`src/hdl/joint_effort_soft_hard_limiter_core_defines.svh`:
```
// ----------------------------------------------------------------------------
// joint effort limiter assertion macros
// concurrent assertion wrappers, empty when synthesizing
// ----------------------------------------------------------------------------
`ifndef JOINT_EFFORT_SOFT_HARD_LIMITER_CORE_DEFINES_SVH
`define JOINT_EFFORT_SOFT_HARD_LIMITER_CORE_DEFINES_SVH
`ifndef SYNTHESIS
// antecedent implies consequent in the same cycle
`define JESHL_ASSERT_SAME(lbl, clk, rstn, ante, cons) \
    lbl: assert property (@(posedge clk) disable iff (!rstn) (ante) |-> (cons)) \
        else $error("assertion failed");
// antecedent implies consequent in the next cycle
`define JESHL_ASSERT_NEXT(lbl, clk, rstn, ante, cons) \
    lbl: assert property (@(posedge clk) disable iff (!rstn) (ante) |=> (cons)) \
        else $error("assertion failed");
`else
`define JESHL_ASSERT_SAME(lbl, clk, rstn, ante, cons)
`define JESHL_ASSERT_NEXT(lbl, clk, rstn, ante, cons)
`endif
`endif

```
`src/hdl/jeshl_pkg.sv`:
```
// ----------------------------------------------------------------------------
// joint effort limiter package
// shared fixed point types and register indexes
// ----------------------------------------------------------------------------
package jeshl_pkg;

    typedef logic signed [31:0] sfix_t;
    typedef logic [30:0]        ufix_t;
    typedef logic [32:0]        mag_t;
    typedef logic signed [32:0] sdiff_t;
    typedef logic [63:0]        prod_t;
    typedef logic [2:0]         cfg_idx_t;

    localparam int PROD_W = 64;
    localparam int FRAC_W = 16;

    localparam cfg_idx_t REG_HARD_POS_MIN = 3'd0;
    localparam cfg_idx_t REG_HARD_POS_MAX = 3'd1;
    localparam cfg_idx_t REG_SOFT_POS_MIN = 3'd2;
    localparam cfg_idx_t REG_SOFT_POS_MAX = 3'd3;
    localparam cfg_idx_t REG_POS_GAIN     = 3'd4;
    localparam cfg_idx_t REG_VEL_GAIN     = 3'd5;
    localparam cfg_idx_t REG_VEL_LIMIT    = 3'd6;
    localparam cfg_idx_t REG_EFFORT_LIMIT = 3'd7;

endpackage

```
`src/hdl/jeshl_scale_clamp.sv`:
```
// ----------------------------------------------------------------------------
// jeshl scale and clamp
// two stage sign-magnitude gain multiply, truncate, saturate to +-limit
// ----------------------------------------------------------------------------
`include "joint_effort_soft_hard_limiter_core_defines.svh"

module jeshl_scale_clamp (
    input  logic            clk,
    input  logic            rst_n,
    input  logic            in_valid,
    input  logic            in_neg,
    input  jeshl_pkg::mag_t  in_mag,
    input  jeshl_pkg::ufix_t gain,
    input  jeshl_pkg::ufix_t limit,
    output logic            out_valid,
    output jeshl_pkg::sfix_t bound
);
    import jeshl_pkg::*;

    logic        prod_valid_reg;
    logic        out_valid_reg;
    logic        neg_reg;
    prod_t       prod_reg;
    prod_t       prod_next;
    sfix_t       bound_reg;
    sfix_t       bound_next;
    logic [47:0] quot;
    logic [31:0] mag_sat;
    logic        over;

    assign prod_next = PROD_W'(in_mag) * PROD_W'(gain);
    assign quot      = prod_reg[PROD_W-1:FRAC_W];
    assign over      = quot > {17'b0, limit};
    assign mag_sat   = over ? {1'b0, limit} : quot[31:0];

    always_comb
    begin
        if (neg_reg)
        begin
            bound_next = sfix_t'(-mag_sat);
        end
        else
        begin
            bound_next = sfix_t'(mag_sat);
        end
    end

    always_ff @(posedge clk or negedge rst_n)
    begin
        if (!rst_n)
        begin
            prod_valid_reg <= 1'b0;
            out_valid_reg  <= 1'b0;
        end
        else
        begin
            prod_valid_reg <= in_valid;
            out_valid_reg  <= prod_valid_reg;
        end
    end

    always_ff @(posedge clk)
    begin
        if (in_valid)
        begin
            prod_reg <= prod_next;
            neg_reg  <= in_neg;
        end
        if (prod_valid_reg)
        begin
            bound_reg <= bound_next;
        end
    end

    assign out_valid = out_valid_reg;
    assign bound     = bound_reg;

    `JESHL_ASSERT_NEXT(a_valid_chain, clk, rst_n, prod_valid_reg, out_valid_reg)
    `JESHL_ASSERT_SAME(a_bound_range, clk, rst_n, out_valid_reg,
        (bound_reg <= $signed({1'b0, limit})) && (bound_reg >= -$signed({1'b0, limit})))
    `JESHL_ASSERT_NEXT(a_bound_sign, clk, rst_n, prod_valid_reg && !neg_reg,
        !bound_reg[31])
endmodule
```
`config.mk`:
```
export PLATFORM = sky130hd
export DESIGN_NAME = jeshl_scale_clamp
export DESIGN_NICKNAME = d
export VERILOG_FILES = /design/src/hdl/jeshl_pkg.sv /design/src/hdl/jeshl_scale_clamp.sv
export VERILOG_INCLUDE_DIRS = /design/src /design/src/hdl
export SDC_FILE = /design/constraint.sdc
export NUM_CORES = 2
export LEC_CHECK = 0
export BUFFER_PORTS_ARGS = -buffer_cell sky130_fd_sc_hd__buf_2
export CAP_MARGIN = 40
export CORE_MARGIN = 2
export CORE_UTILIZATION = 60
export CTS_BUF_LIST = sky130_fd_sc_hd__clkbuf_16
export CTS_CLUSTER_SIZE = 14
export DETAILED_ROUTE_END_ITERATION = 6
export GPL_TIMING_DRIVEN = 1
export PLACE_DENSITY = 0.92
export SLEW_MARGIN = 20
export SYNTH_ARGS = -nofsm -noshare
export SYNTH_HDL_FRONTEND = slang
export SYNTH_SLANG_ARGS = --single-unit
```
`constraint.sdc`:
```
create_clock -name clk -period 4.9 [get_ports clk]
set_clock_uncertainty 0.15 [all_clocks]
set_input_delay 0.98 -clock clk [delete_from_list [all_inputs] [get_ports clk]]
set_output_delay 0.98 -clock clk [all_outputs]
set_load 0.05 [all_outputs]
```
==> summary.md <==
| Metric | Value |
|---|---|
| Commonest non-fill, non-tap cells in the layout | fa_1, inv_1, nand2_1 |
| H-tree level count | 3 |
| End of the worst register-to-register path | bound[28] |
| Final setup violation count | 56 |
| TritonCTS clock tree | built |
| Worst EP required | just under 5000 ps |
| Crit path kind | in -> reg |
| CP arrival | slightly below 9000 ps |
| Max reg flops | 48 |
| First-pass GRT wire length | approximately 190000 um |
| Clk pin slew, worst setup/hold paths | 70 ps |
| Worst slew margin | 41.2% |
| Initial antenna violation count | 8 |
| I/O pin count | roughly 130 |
| # fillers | approximately 3600 |
| Drt first pass iters | 7 |
| Cell Rows | a little over 90 |
| Placed wire-length estimate | roughly 94000 um |
| Area growth, synth to finish | 18.8% |
| Synthesized instance count | 4048 |
| Die area | between 0.06 and 0.07 mm^2 |
| DRT antenna net count | 0 |
| Crit path to | prod_reg[42] |
| # clock sinks | 83 |
| Reg2reg setup slack | -30 ps |
| Syn avg cell area | roughly 9.2 um^2 |
| Worst min path class | in -> async |
| CTS Buffer Depth | 2 |
| Die span in y | between 200 and 300 um |
| Post-synth ARST share | about 2.4% |
| Worst-Margin Slew | about 880 ps |
| Critical R2R Launch | prod_reg[35] |
| Reg2reg path depth | 17 |
| Largest net degree at the start of global routing | 49 |
| GRT overflow | 0 |
| GPL Wtd Cong | 0.969 |
| Synth warn | 0 |
| Post-synth EDFFs | 81 |
| Status | finished, violations left |
| Max Clock Freq | approximately 110 MHz |
| TritonCTS Buffers | 9 |
| PortBufs | between 100 and 150 |
| Area of the multi-input gates | about 0.032 mm^2 |
| Post-route DRC | 47 |
| Initial Utilization | roughly three fifths |
| Commonest non-fill, non-tap cell in the layout | fa_1 |
| RSZ-0062 raised after global routing | yes |
| FF+latch count, synth | just over 80 |
| Sequential area share after synthesis | 6.68% |
| Failing checks | DRC, setup timing |
| Drt wl/cell | 24.8 um |
| Final net count | approximately 5700 |
| Hold-fix buffers, CTS | 0 |
| Die width | around 250 um |
| Vias per cell | roughly 6.3 |
| Synth unique cells | 71 |
| Syn Nets | about 5300 |
| Drt total wl | 131000 um |
| MaxCap Viol Count | 0 |
| CP Max Fanout | 17 |
| Cell area after synthesis | about 0.037 mm^2 |
| Root Driver | clkbuf_16 |
| Hold WS | 251 ps |
| Number of global-route vias before repair | 37000 |
| Crit path time final | ~9000 ps |
| CP Launch Point | gain[5] |
| Core Box Area | approximately 0.061 mm^2 |
| Worst-Skew Late Latency | roughly 350 ps |
| Hold Vio Cnt, Final | 0 |
| Gr usage total | between 30 and 40% |
| Worst setup margin | -3960 ps |
| Crit path capture type | flop |
| Ys flop type | edfxtp_1 |
| CP Launch Type | primary input |
| Vias | around 33000 |
| Register Area | around 0.0025 mm^2 |
| Layout cells sized above 1 | 19.7% |
| Final worst path period share | 181% |
| Slew Viols, Final | 0 |
| Initial DRC count | 4584 |
==> Yosys cell counts (all sizes together) (3+ instances only) <==
master / number / share of area [%]
nor2b: 7 / 0.12
nand4b: 5 / 0.16
inv: 873 / 8.8
a22oi: 5 / 0.10
nor4: 17 / 0.29
o311ai: 3 / 0.071
xor2: 36 / 0.85
buf: 5 / 0.064
o31ai: 9 / 0.18
a211o: 7 / 0.17
o21ai: 50 / 0.67
a21o: 34 / 0.69
or2: 5 / 0.084
nor2: 81 / 0.82
clkbuf: 212 / 2.1
o21bai: 4 / 0.081
a311oi: 3 / 0.071
a21oi: 100 / 1.3
nand2b: 8 / 0.13
a2111oi: 3 / 0.088
ha: 286 / 9.6
edfxtp: 81 / 6.6
xnor2: 39 / 0.92
nand2: 640 / 6.5
o21a: 8 / 0.16
o41ai: 3 / 0.071
a31oi: 13 / 0.22
or4: 6 / 0.13
nand3: 26 / 0.38
a21boi: 3 / 0.061
fa: 894 / 48
and4: 5 / 0.12
mux2i: 4 / 0.11
a211oi: 10 / 0.20
o211ai: 6 / 0.12
and2: 452 / 7.6
nor3: 24 / 0.35
or3: 3 / 0.051
and3: 11 / 0.19
nand4: 27 / 0.45
a41oi: 7 / 0.17
a221oi: 4 / 0.094
==> cell type report <==
type / instances / share of cell area (%)
Antenna cell: 7 / 0.0397
Clock buffer: 9 / 0.511
Clock inverter: 7 / 0.148
Inverter: 874 / 7.52
Multi-Input combinational cell: 2874 / 72.1
Sequential cell: 83 / 5.63
Tap cell: 790 / 2.24
Timing Repair Buffer: 625 / 11.8
==> per-stage QoR <==
stage	setup TNS (ps)	instances	setup slack, ps	cell area (um^2)	utilization (%)
2_1_floorplan	-116320	4048	-2800	37700	-
3_3_place_gp	-140450	5196	-3240	42000	68.2
3_5_place_dp	-152540	5196	-3510	42000	68.3
4_1_cts	-120730	5235	-2960	43200	70.2
5_1_grt	-165880	5266	-3950	44100	71.7
6_report	-162520	5269	-3960	44100	71.7
==> worst min-delay path by stage <==
stage / end / cells after the start / slack [ps]
6_report: out_valid / 1 / 250
2_1_floorplan: bound[13] / 2 / 490
3_5_place_dp: bound[23] / 2 / 590
3_3_place_gp: out_valid / 1 / 620
5_1_grt: prod_valid_reg / 1 / 240
4_1_cts: prod_valid_reg / 1 / 240
==> what timing repair did <==
| action | 4_1_cts | 5_1_grt |
|---|---|---|
| setup endpoints to repair | 56 | 57 |
| cloned | 1 | 2 |
| gates resized for setup | 182 | 152 |
| buffers inserted | 24 | 26 |
| pin swaps | 73 | 88 |
==> logic make-up after synthesis <==
group                      share of synthesized area (%)
and+or+nand+nor                                     17.6
adders and majority gates                           57.8
buffers and inverters                               11.0
AOI/OAI and AO/OA                                   5.01
DFF                                                 6.68
xor gates and xnor gates                            1.77
muxes                                              0.108
==> worst max-delay path, cell delays in order <==
cell and delay [ps]:
buf_8 140, buf_12 160, and2_1 350, fa_1 990, fa_1 560, fa_1 530, inv_1 50, fa_1 470
inv_1 60, fa_1 490, fa_1 510, fa_1 620, fa_1 530, ha_4 210, a21oi_2 520, o21ai_4 170
nor2_1 190, and3_4 240, and2_4 150, nor2_4 40, a31o_4 220, or4_1 460, and3_1 150
==> metal layers <==
metal  part of all wire [%]  track usage, %
met5                   0.27               0
met4                     12            33.7
met3                     14            11.0
met2                     46            63.5
met1                     28            38.8
Power is not shown: default switching activity piles up to over one toggle a cycle in this logic, so the estimate is an artifact.
